**src/rtl/core/scmix_pkg.sv**
```systemverilog
// ----------------------------------------------------------------------------
// scmix_pkg
// Widths and constants shared by the soft-clip sample mixer files.
// ----------------------------------------------------------------------------
package scmix_pkg;

  // Q1.15 sample and reported count widths
  localparam int SAMPLE_W        = 16;
  localparam int COUNT_OUT_W     = 7;
  localparam int FRAC_SH         = 15;

  // Default source limit per slot
  localparam int MAX_SOURCES_DEF = 64;

  // Q0.30 working format: values up to and including 1.0
  localparam int           Q30_W    = 31;
  localparam logic [30:0]  Q30_ONE  = 31'h4000_0000;
  localparam logic [31:0]  MAG_RND  = 32'h0000_4000;

  // Saturation bounds of the output magnitude
  localparam logic [16:0]  MAG_POS_MAX = 17'd32767;
  localparam logic [16:0]  MAG_NEG_MAX = 17'd32768;

endpackage

```
**src/rtl/core/soft_clip_sample_mixer_unit.sv**
```systemverilog
// ----------------------------------------------------------------------------
// soft_clip_sample_mixer_unit
// Sums source samples of one output slot and emits the soft-clipped mix.
// ----------------------------------------------------------------------------
// Source beats are taken one per cycle while the unit is accumulating. A
// beat that closes a slot (present low, or last_source high) holds off further
// source beats until the result is in the output register. A slot of zero or
// one source goes straight there; otherwise the serial divider forms the
// average one bit per cycle over a dividend of DVD_W = 15 +
// $clog2(MAX_SOURCES + 1) + 15 bits (37 at the default), and the bit-serial
// multiplier then forms the M = floor(log2 n) + popcount(n >> 1) Q0.30
// products of the power-by-squaring, one after another. The hold-off grows
// while an earlier result still waits in the output register. The output
// register lets the next slot accumulate while a result waits to be taken.
module soft_clip_sample_mixer_unit #(
  parameter int MAX_SOURCES = scmix_pkg::MAX_SOURCES_DEF
) (
  input  logic                                  clk,
  input  logic                                  rst,
  input  logic                                  src_valid,
  output logic                                  src_stall,
  input  logic signed [scmix_pkg::SAMPLE_W-1:0] sample_value,
  input  logic                                  present,
  input  logic                                  last_source,
  input  logic                                  end_of_buffer,
  output logic                                  mix_valid,
  input  logic                                  mix_stall,
  output logic signed [scmix_pkg::SAMPLE_W-1:0] mixed_sample,
  output logic [scmix_pkg::COUNT_OUT_W-1:0]     source_count,
  output logic                                  buffer_last
);

  localparam int SAMPLE_W    = scmix_pkg::SAMPLE_W;
  localparam int COUNT_OUT_W = scmix_pkg::COUNT_OUT_W;
  localparam int Q30_W       = scmix_pkg::Q30_W;
  localparam int CNT_W       = $clog2(MAX_SOURCES + 1);
  localparam int SUM_W       = SAMPLE_W + CNT_W;
  localparam int MAG_W       = SUM_W - 1;
  localparam int DVD_W       = MAG_W + scmix_pkg::FRAC_SH;

  typedef enum logic [3:0] {
    ST_ACC  = 4'b0001,
    ST_DIV  = 4'b0010,
    ST_MUL  = 4'b0100,
    ST_DONE = 4'b1000
  } state_t;

  state_t                  state;
  logic signed [SUM_W-1:0] sum;
  logic [CNT_W-1:0]        count;
  logic [CNT_W-1:0]        n_r;
  logic [CNT_W-1:0]        iter;
  logic                    neg_r;
  logic                    eob_r;
  logic                    op_sq;
  logic                    mul_start;
  logic [SAMPLE_W-1:0]     res;
  logic [Q30_W-1:0]        base;
  logic [Q30_W-1:0]        acc;

  logic                    src_accept;
  logic                    take;
  logic                    close;
  logic signed [SUM_W-1:0] sum_fin;
  logic [CNT_W-1:0]        cnt_fin;
  logic [SUM_W-1:0]        sum_abs;
  logic                    div_start;
  logic                    div_done;
  logic [Q30_W-1:0]        quo;
  logic [Q30_W-1:0]        dval;
  logic                    mul_done;
  logic [Q30_W-1:0]        prod;
  logic [Q30_W-1:0]        mul_a;
  logic [CNT_W-1:0]        iter_shr;
  logic [SAMPLE_W-1:0]     fin_res;
  logic [Q30_W-1:0]        r_q30;
  logic [31:0]             r_rnd;
  logic [16:0]             mag;

  // Source side: accumulate, clamp the count, detect slot close
  assign src_stall  = (state != ST_ACC);
  assign src_accept = src_valid && !src_stall;

  always_comb begin
    take    = present && (count < CNT_W'(MAX_SOURCES));
    close   = !present || last_source;
    sum_fin = take ? (sum + SUM_W'(sample_value)) : sum;
    cnt_fin = take ? (count + 1'b1) : count;
    sum_abs = sum_fin[SUM_W-1] ? SUM_W'(-sum_fin) : SUM_W'(sum_fin);
  end

  assign div_start = src_accept && close && (cnt_fin > CNT_W'(1));

  // |avg| in Q0.30 = |sum| * 2^15 / n
  scmix_serial_div #(
    .DVD_W (DVD_W),
    .DVS_W (CNT_W),
    .QUO_W (Q30_W)
  ) u_div (
    .clk      (clk),
    .rst      (rst),
    .start    (div_start),
    .dividend ({sum_abs[MAG_W-1:0], {scmix_pkg::FRAC_SH{1'b0}}}),
    .divisor  (cnt_fin),
    .done     (div_done),
    .quotient (quo)
  );

  // Power by squaring: either square the base or fold it into the product
  assign mul_a = op_sq ? base : acc;

  scmix_serial_mul #(
    .W (Q30_W)
  ) u_mul (
    .clk      (clk),
    .rst      (rst),
    .start    (mul_start),
    .a        (mul_a),
    .b        (base),
    .done     (mul_done),
    .prod_rnd (prod)
  );

  // Final soft-clip: 1 - p, back to Q1.15 rounding half up, sign, saturate
  always_comb begin
    dval     = scmix_pkg::Q30_ONE - quo;
    iter_shr = iter >> 1;
    r_q30    = scmix_pkg::Q30_ONE - prod;
    r_rnd    = {1'b0, r_q30} + scmix_pkg::MAG_RND;
    mag      = r_rnd[31:15];
    if (neg_r) begin
      if (mag > scmix_pkg::MAG_NEG_MAX) begin
        fin_res = SAMPLE_W'(-scmix_pkg::MAG_NEG_MAX);
      end else begin
        fin_res = SAMPLE_W'(-mag);
      end
    end else begin
      if (mag > scmix_pkg::MAG_POS_MAX) begin
        fin_res = SAMPLE_W'(scmix_pkg::MAG_POS_MAX);
      end else begin
        fin_res = SAMPLE_W'(mag);
      end
    end
  end

  // Sequencer
  always_ff @(posedge clk) begin
    if (rst) begin
      state     <= ST_ACC;
      sum       <= '0;
      count     <= '0;
      mul_start <= 1'b0;
      mix_valid <= 1'b0;
    end else begin
      // a taken result beat empties the output register unless a new one loads
      if (mix_valid && !mix_stall && (state != ST_DONE)) begin
        mix_valid <= 1'b0;
      end
      case (state)
        ST_ACC: begin
          mul_start <= 1'b0;
          if (src_accept) begin
            if (close) begin
              sum   <= '0;
              count <= '0;
              n_r   <= cnt_fin;
              neg_r <= sum_fin[SUM_W-1];
              eob_r <= end_of_buffer;
              if (cnt_fin == '0) begin
                res   <= '0;
                state <= ST_DONE;
              end else if (cnt_fin == CNT_W'(1)) begin
                res   <= sum_fin[SAMPLE_W-1:0];
                state <= ST_DONE;
              end else begin
                state <= ST_DIV;
              end
            end else begin
              sum   <= sum_fin;
              count <= cnt_fin;
            end
          end
        end
        ST_DIV: begin
          mul_start <= div_done;
          if (div_done) begin
            base  <= dval;
            acc   <= n_r[0] ? dval : scmix_pkg::Q30_ONE;
            iter  <= n_r >> 1;
            op_sq <= 1'b1;
            state <= ST_MUL;
          end
        end
        ST_MUL: begin
          if (mul_done) begin
            if (op_sq) begin
              base      <= prod;
              mul_start <= 1'b1;
              if (iter[0]) begin
                op_sq <= 1'b0;
              end else begin
                iter <= iter_shr;
              end
            end else begin
              acc  <= prod;
              iter <= iter_shr;
              if (iter_shr == '0) begin
                res       <= fin_res;
                mul_start <= 1'b0;
                state     <= ST_DONE;
              end else begin
                op_sq     <= 1'b1;
                mul_start <= 1'b1;
              end
            end
          end else begin
            mul_start <= 1'b0;
          end
        end
        ST_DONE: begin
          mul_start <= 1'b0;
          if (!mix_valid || !mix_stall) begin
            mix_valid    <= 1'b1;
            mixed_sample <= res;
            source_count <= COUNT_OUT_W'(n_r);
            buffer_last  <= eob_r;
            state        <= ST_ACC;
          end
        end
        default: begin
          mul_start <= 1'b0;
          state     <= ST_ACC;
        end
      endcase
    end
  end

endmodule

```
**src/rtl/core/scmix_serial_div.sv**
```systemverilog
// ----------------------------------------------------------------------------
// scmix_serial_div
// Restoring divider, one quotient bit per cycle, unsigned operands.
// ----------------------------------------------------------------------------
module scmix_serial_div #(
  parameter int DVD_W = 37,
  parameter int DVS_W = 7,
  parameter int QUO_W = 31
) (
  input  logic             clk,
  input  logic             rst,
  input  logic             start,
  input  logic [DVD_W-1:0] dividend,
  input  logic [DVS_W-1:0] divisor,
  output logic             done,
  output logic [QUO_W-1:0] quotient
);

  localparam int CNT_W = $clog2(DVD_W + 1);

  logic [DVD_W-1:0] dvd;
  logic [DVS_W-1:0] dvs;
  logic [DVS_W-1:0] rem;
  logic [CNT_W-1:0] cnt;
  logic             busy;

  logic [DVS_W:0]   trial;
  logic             qbit;
  logic [DVS_W:0]   diff;

  // Trial subtract of the shifted partial remainder
  always_comb begin
    trial = {rem, dvd[DVD_W-1]};
    diff  = trial - {1'b0, dvs};
    qbit  = (trial >= {1'b0, dvs});
  end

  // Dividend shifts out at the top, quotient bits enter at the bottom
  always_ff @(posedge clk) begin
    if (rst) begin
      busy <= 1'b0;
      done <= 1'b0;
      cnt  <= '0;
    end else begin
      if (start) begin
        dvd  <= dividend;
        dvs  <= divisor;
        rem  <= '0;
        cnt  <= CNT_W'(DVD_W);
        busy <= 1'b1;
        done <= 1'b0;
      end else if (busy) begin
        dvd  <= {dvd[DVD_W-2:0], qbit};
        rem  <= qbit ? diff[DVS_W-1:0] : trial[DVS_W-1:0];
        cnt  <= cnt - 1'b1;
        // last quotient bit raises done for one cycle
        busy <= (cnt != CNT_W'(1));
        done <= (cnt == CNT_W'(1));
      end else begin
        done <= 1'b0;
      end
    end
  end

  assign quotient = dvd[QUO_W-1:0];

endmodule

```
**src/rtl/core/scmix_serial_mul.sv**
```systemverilog
// ----------------------------------------------------------------------------
// scmix_serial_mul
// Shift-add multiplier for Q0.(W-1) fractions, one multiplier bit per cycle,
// result rounded half up back to Q0.(W-1).
// ----------------------------------------------------------------------------
module scmix_serial_mul #(
  parameter int W = 31
) (
  input  logic         clk,
  input  logic         rst,
  input  logic         start,
  input  logic [W-1:0] a,
  input  logic [W-1:0] b,
  output logic         done,
  output logic [W-1:0] prod_rnd
);

  localparam int FRAC  = W - 1;
  localparam int CNT_W = $clog2(W + 1);

  logic [2*W-1:0] p;
  logic [CNT_W-1:0] cnt;
  logic           busy;

  logic [W:0]     upper;
  logic [2*W-1:0] rsum;

  // Add a into the high half when the current multiplier bit is set
  always_comb begin
    upper = {1'b0, p[2*W-1:W]} + (p[0] ? {1'b0, a} : '0);
    rsum  = p + ((2*W)'(1) << (FRAC - 1));
  end

  always_ff @(posedge clk) begin
    if (rst) begin
      busy <= 1'b0;
      done <= 1'b0;
      cnt  <= '0;
    end else begin
      if (start) begin
        p    <= {{W{1'b0}}, b};
        cnt  <= CNT_W'(W);
        busy <= 1'b1;
        done <= 1'b0;
      end else if (busy) begin
        p    <= {upper, p[W-1:1]};
        cnt  <= cnt - 1'b1;
        // last multiplier bit raises done for one cycle
        busy <= (cnt != CNT_W'(1));
        done <= (cnt == CNT_W'(1));
      end else begin
        done <= 1'b0;
      end
    end
  end

  assign prod_rnd = rsum[FRAC+W-1:FRAC];

endmodule

```
**config.mk**
```make
export PLATFORM = sky130hd
export DESIGN_NAME = soft_clip_sample_mixer_unit
export DESIGN_NICKNAME = d
export VERILOG_FILES = /design/src/rtl/core/scmix_pkg.sv /design/src/rtl/core/soft_clip_sample_mixer_unit.sv /design/src/rtl/core/scmix_serial_div.sv /design/src/rtl/core/scmix_serial_mul.sv
export SDC_FILE = /design/constraint.sdc
export NUM_CORES = 1
export LEC_CHECK = 0
export BUFFER_PORTS_ARGS = -buffer_cell sky130_fd_sc_hd__buf_4
export CAP_MARGIN = 20
export CELL_PAD_IN_SITES_DETAIL_PLACEMENT = 1
export CELL_PAD_IN_SITES_GLOBAL_PLACEMENT = 1
export CORE_ASPECT_RATIO = 1.2
export CORE_MARGIN = 3
export CORE_UTILIZATION = 35
export CTS_BUF_LIST = sky130_fd_sc_hd__clkbuf_2 sky130_fd_sc_hd__clkbuf_4 sky130_fd_sc_hd__clkbuf_8
export CTS_CLUSTER_SIZE = 24
export DETAILED_ROUTE_END_ITERATION = 7
export HOLD_SLACK_MARGIN = 0.03
export PLACE_DENSITY = 0.6
export SLEW_MARGIN = 10
export SYNTH_ARGS = -nofsm -noshare
export SYNTH_HDL_FRONTEND = slang
export SYNTH_SLANG_ARGS = --single-unit
```
**constraint.sdc**
```tcl
create_clock -name clk -period 7.37 [get_ports clk]
set_input_delay 0.3685 -clock clk [delete_from_list [all_inputs] [get_ports clk]]
set_output_delay 0.3685 -clock clk [all_outputs]
set_load 0.01 [all_outputs]
```
==> run metrics, run 1 <==
remaining antenna violation count 0; share of synthesized area spent on multiplexers 0.0477; number of nets in the synthesized netlist 1883; sequential area share after synthesis 0.449; final cycle utilization of the critical path 0.769; most instantiated cells after synthesis 231 x edfxtp_1, 182 x nor2_1, 126 x nand2_1; number of gates resized after cts 0; die area 0.0534 mm²; most common flop cell mapped by yosys edfxtp_1; leading post-synthesis cells by cell area edfxtp_1 39%, dfxtp_1 5.8%, ha_1 5.0%; final max-slew violation count 0; R2R Setup Slk 1.70 ns; area fraction in compound gates after synthesis 0.141; WP data arrival 6.06 ns; number of synthesized register bits 282; number of global-route vias before repair 14658; Worst Path Max Fanout 9; number of buffers created by CTS 53; transition time of the tightest slew-check pin 0.948 ns; combinational family with the most area after synthesis simple AND/OR/NAND/NOR gates; worst path bufs/invs 0; pin count of the biggest net entering global routing 64; violation count after the first detailed-route iteration 666; largest area contributor in the synthesized netlist edfxtp_1; PwrDens 184 mW/mm²; global routing usage summed across all routing layers 0.194; Core ar. 0.0497 mm²; Post-Synthesis Mean Instance Area 9.93 µm²; result of the run finished, final reports clean; Max Root-Sink Buffers 3; cell occurring most often along the worst timing path ha_1; Post-Synth Adder-Cell Area 0.0535; highest ir drop seen on vdd 0.108 mV; minimum clock period after layout 5.67 ns; Worst Setup Slack, final 1.70 ns; unrepaired setup endpoints after global routing no; initial core utilization 0.357; worst hold path endpoint state[3]; fraction of final layout cells sized beyond drive strength 1 0.132; post-synthesis share of cell area spent on and, or, nand and nor gates 0.198; category of cells accounting for the largest share of critical-path delay compound AO/OA/AOI/OAI gates; Horiz. Die Dim 212 µm; buffer cell driving the clock tree root clkbuf_8; Routed WL 52200 µm; Post-synth EDFFs 231; deepest level of the CTS H-tree 2; DR vias 13823; post-route clock skew 0.0466 ns; number of I/O port buffers 48; layout overhead on the synthesized area 12.8%; Post-DP HPWL 38400 µm; parity-gate share of the synthesized area counting xor and xnor cells 0.0814; count of nets after finishing 1933; Leakage Power 0.00728 µW; max cap viols 0; startpoint of the most critical register-to-register path u_mul.p[29]; category of the most critical setup path register to register; most frequent cell after synthesis edfxtp_1; clock slew at reported path FFs 0.06 ns; post-synth top area share 0.391; cells along the critical path ha_1, and2_1, nand4_1, a311oi_1, o211ai_2, nor2_1, xnor2_1, ha_1, nor2b_1, a21oi_2, mux2i_1, a2111oi_0, nor4_1, and4_1, o211ai_1, nand2_1, a221o_1; depth of the most critical reg-to-reg path 17; Yosys warning total 0; data required time at the worst endpoint 7.76 ns; Hold WC Path Type input pin to register; worst setup slack before clock tree synthesis 1.77 ns; number of distinct standard cells referenced by the synthesized netlist 87; worst hold margin 0.212 ns; async set-reset flop share out of synthesis 0; hold path cells 2; # IOs 49; antenna violations before repair 0; count of clock tree sinks 282; drc violations 0; routability congestion estimate 0.869; insertion delay to the later sink of the worst-skew pair 0.68 ns; DRT Pass-1 Iters 5; clock tree from TritonCTS built; Setup TNS 0 ns; count of endpoints failing setup in the final report 0; total global routing overflow 0; global-route wire length before repair 82800 µm; startpoint type of the worst setup path register; count of standard-cell rows 89; count of mapped cells out of synthesis 1786; highest clock frequency the design can meet 176 MHz; post-DR vias/cell 5.49; WL/cell 20.7 µm; slowest stage cell, crit path a2111oi_0; headroom to the max-slew limit 0.367; Die Y-Extent 253 µm; beginning of the worst hold path rst; Crit Reg-Reg Endpoint res[1]; Max stage delay on crit path 0.80 ns; final hold vios 0; area of the mapped netlist 0.0177 mm²; kind of end point of the critical path register
[cell type report]
cell class	instances	area, µm²
Antenna cell	1	2.50
Clock buffer	69	893
Clock inverter	30	277
Fill cell	5603	29700
Inverter	50	188
Multi-Input combinational cell	1373	9300
Sequential cell	282	7960
Tap cell	637	797
Timing Repair Buffer	76	588
[power by group]
| part | switching [µW] | total (µW) | internal [µW] |
|---|---|---|---|
| clock network | 757 | 1710 | 948 |
| registers | 16.2 | 1750 | 1740 |
| logic | 139 | 217 | 78.0 |
| total | 912 | 3680 | 2760 |
[sequential cells by signal (all words and copies together), names as in the netlist, 4 cells and up]
name,flops
u_mul.p,62
u_div.dvd,37
acc,31
base,31
sum,23
mixed_sample,16
res,16
count,7
n_r,7
source_count,7
u_div.dvs,7
u_div.rem,7
iter,6
u_div.cnt,6
u_mul.cnt,5
state,4
[logic make-up after synthesis]
logic type               count (synthesis)
XOR/XNOR                               164
AO/OA/AOI/OAI                          385
adder cells (fa/ha/maj)                 74
multiplexers                            80
AND/OR/NAND/NOR                        670
buffers and inverters                  131
flip-flops                             282
[per-stage QoR]
step | util | cells | instance area, µm² | power [µW]
2_1_floorplan | - | 1786 | 17700 | 1920
3_3_place_gp | 0.378 | 2414 | 18800 | 2000
3_5_place_dp | 0.379 | 2416 | 18800 | 2000
4_1_cts | 0.403 | 2517 | 20000 | 3730
5_1_grt | 0.403 | 2517 | 20000 | 3820
6_report | 0.403 | 2518 | 20000 | 3680
[timing repair]
action	4_1_cts	5_1_grt
buffers inserted	0	0
hold buffers	2	0
hold endpoints to repair	2	0
[cell usage in the layout (no fill, tap or decap), types with 50 or more instances in the layout]
| master | n |
|---|---|
| nand3_1 | 55 |
| o21ai_0 | 95 |
| dfxtp_1 | 50 |
| xor2_1 | 62 |
| xnor2_1 | 101 |
| buf_4 | 73 |
| ha_1 | 71 |
| nor2_1 | 179 |
| nor2b_1 | 58 |
| a21oi_1 | 96 |
| clkbuf_8 | 60 |
| nand2_1 | 125 |
| edfxtp_1 | 231 |
[how the worst max path moves through the flow]
| stage | from | end | slack, ns | cells past startpoint |
|---|---|---|---|---|
| floorplan | u_mul.p[31] | res[1] | 2.81 | 18 |
| global placement | u_mul.p[30] | res[9] | 2.02 | 14 |
| detailed placement | u_mul.p[29] | res[6] | 1.77 | 15 |
| CTS | u_mul.p[30] | res[1] | 1.75 | 17 |
| global route | u_mul.p[30] | res[6] | 1.31 | 18 |
| finish | u_mul.p[29] | res[1] | 1.70 | 17 |
[per-layer routing]
metal / track usage / up-vias / routed length, µm
met3: 0.0291 / 82 / 1690
met4: 0.0693 / 0 / 1720
li1: - / 6685 / -
met2: 0.340 / 221 / 25700
met1: 0.244 / 6835 / 23100
met5: 0 / - / 0
[worst register-to-register path, stage by stage, from the launching register on]
cell       delay, ns
edfxtp_1        0.46
ha_1            0.46
and2_1          0.24
nand4_1         0.11
a311oi_1        0.37
o211ai_2        0.28
nor2_1          0.26
xnor2_1         0.09
ha_1            0.26
nor2b_1         0.17
a21oi_2         0.40
mux2i_1         0.14
a2111oi_0       0.80
nor4_1          0.18
and4_1          0.28
o211ai_1        0.18
nand2_1         0.29
a221o_1         0.40
Power figures use the tool's default switching activity.
==> inputs of run 2 (changes only) <==
Settings changed: ABC_AREA set to 1, PLACE_DENSITY 0.6 to 0.65.
Clock period 7.37 ns to 4.8 ns, I/O delays scaled along.
==> run metrics, run 2 <==
Post-synth EDFFs 231 (unchanged); die area 0.0560 mm² (+4.7%); slowest stage cell, crit path edfxtp_1; Leakage Power 0.00886 µW (+22%); final cycle utilization of the critical path 0.918 (+0.149); global-route wire length before repair 97600 µm (+18%); DR vias 17032 (+23%); Hold WC Path Type input pin to register; number of distinct standard cells referenced by the synthesized netlist 50 (-43%); Post-Synthesis Mean Instance Area 7.51 µm² (-24%); async set-reset flop share out of synthesis 0 (unchanged); transition time of the tightest slew-check pin 1.04 ns (+0.0871 ns); largest registers u_mul.p (62), u_div.dvd (37); number of standard cells in the final layout excluding fillers 3299 (+31%); deepest level of the CTS H-tree 2 (unchanged); pin count of the biggest net entering global routing 63 (-1.6%); Routed WL 62300 µm (+19%); filler cell count in the final layout 6500 (+16%); total global routing overflow 0 (unchanged); count of clock tree sinks 282 (unchanged); WP data arrival 4.92 ns (-1.14 ns); count of endpoints failing setup in the final report 0 (unchanged); share of synthesized area spent on multiplexers 0 (-0.0477); PwrDens 274 mW/mm² (+49%); parity-gate share of the synthesized area counting xor and xnor cells 0.0278 (-0.0536); max FFs per register 62 (unchanged); drc violations 0 (unchanged); remaining antenna violation count 0 (unchanged); layout overhead on the synthesized area 13.4%; result of the run finished, final reports clean; sequential area share after synthesis 0.428 (-0.0208); CP endpoint res[7]; depth of the most critical reg-to-reg path 30 (+13); sequential cell area 0.00796 mm² (about the same); Post-DP HPWL 47300 µm (+23%); insertion delay to the later sink of the worst-skew pair 0.67 ns (about the same); most frequent cell after synthesis nand2_1; number of nets in the synthesized netlist 2576 (+37%); data required time at the worst endpoint 5.31 ns (-2.45 ns); number of synthesized register bits 282 (unchanged); Post-Synth Adder-Cell Area 0.0510 (-0.00248); startpoint type of the worst setup path register; post-DR vias/cell 5.16 (-6.0%); cell occurring most often along the worst timing path nand2_1; Die Y-Extent 259 µm (+2.4%); category of the most critical setup path register to register; global routing usage summed across all routing layers 0.220 (+0.0253); headroom to the max-slew limit 0.306 (-0.0612); Max Root-Sink Buffers 3 (unchanged); max cap viols 0 (unchanged); Overall Power 5780 µW (+57%); antenna violations before repair 1 (+1); number of buffers created by CTS 54 (+1.9%); post-synth top area share 0.373 (-0.0182); R2R Setup Slk 0.40 ns (-1.31 ns); routability congestion estimate 0.911 (+4.8%); count of standard-cell rows 91 (+2.2%); violation count after the first detailed-route iteration 803 (+21%); clock slew at reported path FFs 0.06 ns (about the same); Max stage delay on crit path 0.49 ns (-0.31 ns); number of I/O port buffers 48 (unchanged); largest area contributor in the synthesized netlist edfxtp_1; total area of multi-input combinational cells 0.00944 mm² (+1.4%); minimum clock period after layout 4.40 ns (-1.26 ns); source of the critical timing path u_mul.p[30]; hold path cells 4 (+2); clock tree from TritonCTS built; cell count after placement 3190 (+32%); commonest cells after routing, fill and taps aside 704 x nand2_1, 309 x nor2_1, 253 x inv_1; buffer cell driving the clock tree root clkbuf_8; most instantiated cells after synthesis 705 x nand2_1, 313 x nor2_1, 253 x inv_1; Worst Path Max Fanout 9 (unchanged); post-synthesis share of cell area spent on and, or, nand and nor gates 0.309 (+0.111); final hold vios 0 (unchanged); DRT Pass-1 Iters 5 (unchanged); leading cell type in the layout, fill and taps excluded nand2_1; Core ar. 0.0520 mm² (+4.8%); # IOs 49 (unchanged); leading post-synthesis cells by cell area edfxtp_1 37%, nand2_1 14%, nor2_1 6.3%; fraction of final layout cells sized beyond drive strength 1 0.102 (-0.0302); Yosys warning total 0 (unchanged); highest clock frequency the design can meet 227 MHz (+29%); initial core utilization 0.358 (about the same); Horiz. Die Dim 216 µm (+2.3%); most common flop cell mapped by yosys edfxtp_1; unrepaired setup endpoints after global routing no; area of the mapped netlist 0.0186 mm² (+4.9%); Setup TNS 0 ns (unchanged); kind of end point of the critical path register; count of mapped cells out of synthesis 2479 (+39%); count of nets after finishing 2654 (+37%); WL/cell 18.9 µm (-8.9%); Crit Reg-Reg Endpoint res[7]; top register by number of flip-flops u_mul.p; highest ir drop seen on vdd 0.199 mV (+84%); combinational family with the most area after synthesis simple AND/OR/NAND/NOR gates; final max-slew violation count 0 (unchanged); startpoint of the most critical register-to-register path u_mul.p[30]; number of global-route vias before repair 17935 (+22%); post-route clock skew 0.0414 ns (-0.00518 ns); area fraction in compound gates after synthesis 0.116 (-0.0248)
-- run 2: metal layers --
layer  routed length [µm]  global-route usage
met2                32200               0.413
met4                 1640              0.0673
met1                26700               0.260
met5                    0                   0
met3                 1680              0.0280
-- run 2: area by class of cell --
cell class / count / area share
Inverter: 271 / 0.0482
Antenna cell: 1 / 0.000119
Multi-Input combinational cell: 1861 / 0.447
Sequential cell: 282 / 0.377
Clock inverter: 10 / 0.00296
Timing Repair Buffer: 87 / 0.0331
Clock buffer: 90 / 0.0501
Tap cell: 697 / 0.0413
-- run 2: worst min-delay path by stage --
stage	slack, ns	from	to
floorplan	0.34	end_of_buffer	eob_r
global placement	0.41	res[0]	mixed_sample[0]
detailed placement	0.41	eob_r	buffer_last
CTS	0.15	last_source	state[0]
global route	0.21	last_source	state[0]
finish	0.22	last_source	state[0]
-- run 2: power by group --
group / switching, µW / leakage [µW] / internal [µW]
combinational: 336 / 0.00575 / 166
clock: 1130 / 0.000609 / 1390
sequential: 43.2 / 0.00250 / 2710
-- run 2: critical path, delay by kind of cell (launching register included) --
| family | cells | cell delay [ns] |
|---|---|---|
| AOI/OAI and AO/OA | 1 | 0.22 |
| adders and majority gates | 3 | 0.67 |
| buffers and inverters | 3 | 0.23 |
| DFF | 1 | 0.49 |
| and+or+nand+nor | 23 | 2.65 |
-- run 2: cell families (layout without fill, tap and decap cells) --
logic type,after synthesis,in the layout
simple gates,1336,1336
compound gates,392,392
buf+inv,336,458
flops,282,282
fa+ha+maj,74,74
xor+xnor,59,59
other cells,0,1
-- run 2: repair_timing --
item / in CTS / in global routing
hold endpoints to repair: 9 / 0
buffers inserted: 0 / 2
setup endpoints to repair: 0 / 15
hold buffers: 5 / 0
gates resized for setup: 0 / 5
-- run 2: metrics by stage --
step / instance area (µm²) / util / hold WS, ns / worst slack (ns)
after floorplan: 18600 / - / 0.339 / 0.712
after global placement: 19900 / 0.382 / 0.409 / 0.475
after detailed placement: 19900 / 0.382 / 0.405 / 0.291
after CTS: 21000 / 0.404 / 0.154 / 0.240
after global routing: 21100 / 0.406 / 0.209 / 0.0155
final: 21100 / 0.406 / 0.216 / 0.396
==> inputs of run 3 (changes only) <==
Settings changed: ABC_AREA 1 to unset, PLACE_DENSITY 0.65 to 0.62, RECOVER_POWER set to 25.
==> run metrics, run 3 (synthesis results as in run 1) <==
fraction of final layout cells sized beyond drive strength 1 0.199 (+0.0970); total global routing overflow 0 (unchanged); depth of the most critical reg-to-reg path 17 (-43%); die area 0.0534 mm² (-4.5%); leading cell type in the layout, fill and taps excluded edfxtp_1; layout overhead on the synthesized area 19.5%; largest registers u_mul.p (62), u_div.dvd (37); count of clock tree sinks 282 (unchanged); Switching Fraction 0.249 (-0.0125); final hold vios 0 (unchanged); Cell Int Power 4180 µW (-2.1%); startpoint type of the worst setup path register; worst path bufs/invs 1 (-2); number of buffers created by CTS 53 (-1.9%); filler cell count in the final layout 5652 (-13%); Core ar. 0.0497 mm² (-4.6%); Leakage Power 0.00789 µW (-11%); max cap viols 2 (+2); Worst Path Max Fanout 6 (-3); post-route clock skew 0.0331 ns (-0.00832 ns); category of cells accounting for the largest share of critical-path delay compound AO/OA/AOI/OAI gates; number of I/O port buffers 48 (unchanged); WP data arrival 5.18 ns (+0.26 ns); count of endpoints failing setup in the final report 0 (unchanged); violation count after the first detailed-route iteration 681 (-15%); category of the most critical setup path register to register; headroom to the max-slew limit -0.466 (-0.772); number of standard cells in the final layout excluding fillers 2650 (-20%); Horiz. Die Dim 212 µm (-2.3%); post-DR vias/cell 5.47 (+5.9%); worst hold margin 0.0931 ns (-0.123 ns); highest ir drop seen on vdd 0.197 mV (-1.1%); remaining antenna violation count 0 (unchanged); initial core utilization 0.357 (about the same); transition time of the tightest slew-check pin 2.20 ns (+1.16 ns); global-route wire length before repair 85300 µm (-13%); clock tree from TritonCTS built; PwrDens 262 mW/mm² (-4.2%); count of standard-cell rows 89 (-2.2%); # IOs 49 (unchanged); Max stage delay on crit path 0.49 ns (about the same); slowest stage cell, crit path or4_4; minimum clock period after layout 4.80 ns (+0.392 ns); result of the run finished with violations; Clk pwr share 0.456 (+0.020); DRT Pass-1 Iters 5 (unchanged); antenna violations before repair 1 (unchanged); routability congestion estimate 0.892 (-2.1%); count of nets after finishing 2064 (-22%); number of cells on the critical path 17 (-43%); proportion of power drawn by combinational gates 0.060 (-0.027); global routing usage summed across all routing layers 0.202 (-0.0181); number of global-route vias before repair 15146 (-16%); share of total power in sequential cells 0.484 (+0.007); pin count of the biggest net entering global routing 57 (-9.5%); clock slew at reported path FFs 0.06 ns (about the same); final cycle utilization of the critical path 0.999 (+0.0817); Setup TNS 0 ns (unchanged); Die Y-Extent 253 µm (-2.3%); max FFs per register 62 (unchanged); highest clock frequency the design can meet 208 MHz (-8.2%); violated checks capacitance limit, slew limit; unrepaired setup endpoints after global routing yes; total area of multi-input combinational cells 0.00962 mm² (+1.9%); Hold WC Path Type input pin to register; Max Root-Sink Buffers 3 (unchanged); cells along the critical path buf_6, nand4_1, nor4_4, xor2_2, a211o_2, nor2_4, xnor2_2, ha_2, o311a_1, a21oi_4, a211oi_4, nand3_2, a21bo_2, or4_4, nor4b_4, a31oi_4, a221o_1; insertion delay to the later sink of the worst-skew pair 0.66 ns (about the same); sw power 1390 µW (-8.3%); hold path cells 2 (-2); WL/cell 20.7 µm (+9.7%); deepest level of the CTS H-tree 2 (unchanged); Routed WL 54900 µm (-12%); DR vias 14493 (-15%); data required time at the worst endpoint 5.18 ns (-0.13 ns); sequential cell area 0.00796 mm² (unchanged); buffer cell driving the clock tree root clkbuf_8; top register by number of flip-flops u_mul.p; Post-DP HPWL 40300 µm (-15%); cell count after placement 2516 (-21%); final max-slew violation count 71 (+71); kind of end point of the critical path register; drc violations 0 (unchanged); commonest cells after routing, fill and taps aside 231 x edfxtp_1, 176 x nor2_1, 169 x buf_4
[run 3: cell count changes in the layout (fill, tap and decap cells not counted), moves of 24 or more]
cell	previous run	this run
nor2_1	309	176
inv_1	253	47
mux2_2	0	36
nand3_1	146	52
o21ai_0	169	93
nor2b_1	0	57
a21oi_1	135	93
and2_1	1	25
a21o_1	0	24
xnor2_1	15	99
buf_4	80	169
mux2i_1	0	42
clkbuf_1	0	26
nand2_1	704	123
[run 3: area by class of cell]
type                            count  area share
Multi-Input combinational cell   1374       0.453
Sequential cell                   282       0.375
Timing Repair Buffer              206      0.0716
Clock buffer                       65      0.0392
Tap cell                          637      0.0376
Clock inverter                     35      0.0140
Inverter                           50     0.00885
Antenna cell                        1    0.000118
[run 3: routing by layer]
metal | wire, µm | global-route usage | part of all wire
met4 | 1870 | 0.0724 | 0.034
met3 | 1690 | 0.0255 | 0.031
met2 | 27600 | 0.360 | 0.50
met5 | 0 | 0 | 0
met1 | 23700 | 0.250 | 0.43
[run 3: through the flow]
step / instance area, µm² / utilization / setup WS (ns) / total power (µW)
after floorplan: 17700 / - / 0.245 / 2940
after global placement: 19600 / 0.394 / 0.0171 / 3080
after detailed placement: 19600 / 0.394 / -0.0729 / 3090
after CTS: 20800 / 0.419 / 0.0131 / 5670
after global routing: 21200 / 0.427 / -0.147 / 5810
final: 21200 / 0.427 / 0.00371 / 5570
[run 3: what timing repair did]
| action | 4_1_cts | 5_1_grt |
|---|---|---|
| gates cloned | 1 | 0 |
| hold endpoints to repair | 2 | 0 |
| pin swaps | 2 | 33 |
| setup endpoints to repair | 12 | 23 |
| hold buffers | 2 | 0 |
| gates resized for setup | 5 | 72 |
| buffers inserted | 6 | 24 |
[run 3: power groups by stage]
stage          registers [µW]  logic (µW)  clock network [µW]
4_1_cts                  2690         345                2630
3_3_place_gp             2750         336                   0
2_1_floorplan            2730         207                   0
6_report                 2690         336                2540
5_1_grt                  2700         372                2740
3_5_place_dp             2740         342                   0
[run 3: worst reg2reg max path, delay by kind of cell, from the launching register on]
kind            cells  cell delay [ns]
xor+xnor            2             0.27
flops               1             0.41
compound gates      7             1.74
buf+inv             1             0.16
simple gates        6             1.73
fa+ha+maj           1             0.23
[run 3: final timing paths]
kind                    start                to  slack, ns
hold / removal            rst          state[1]       0.09
hold reg to reg       res[12]  mixed_sample[12]       0.42
setup reg to reg  u_mul.p[29]            res[1]      0.004
setup / recovery  u_mul.p[29]            res[1]      0.004
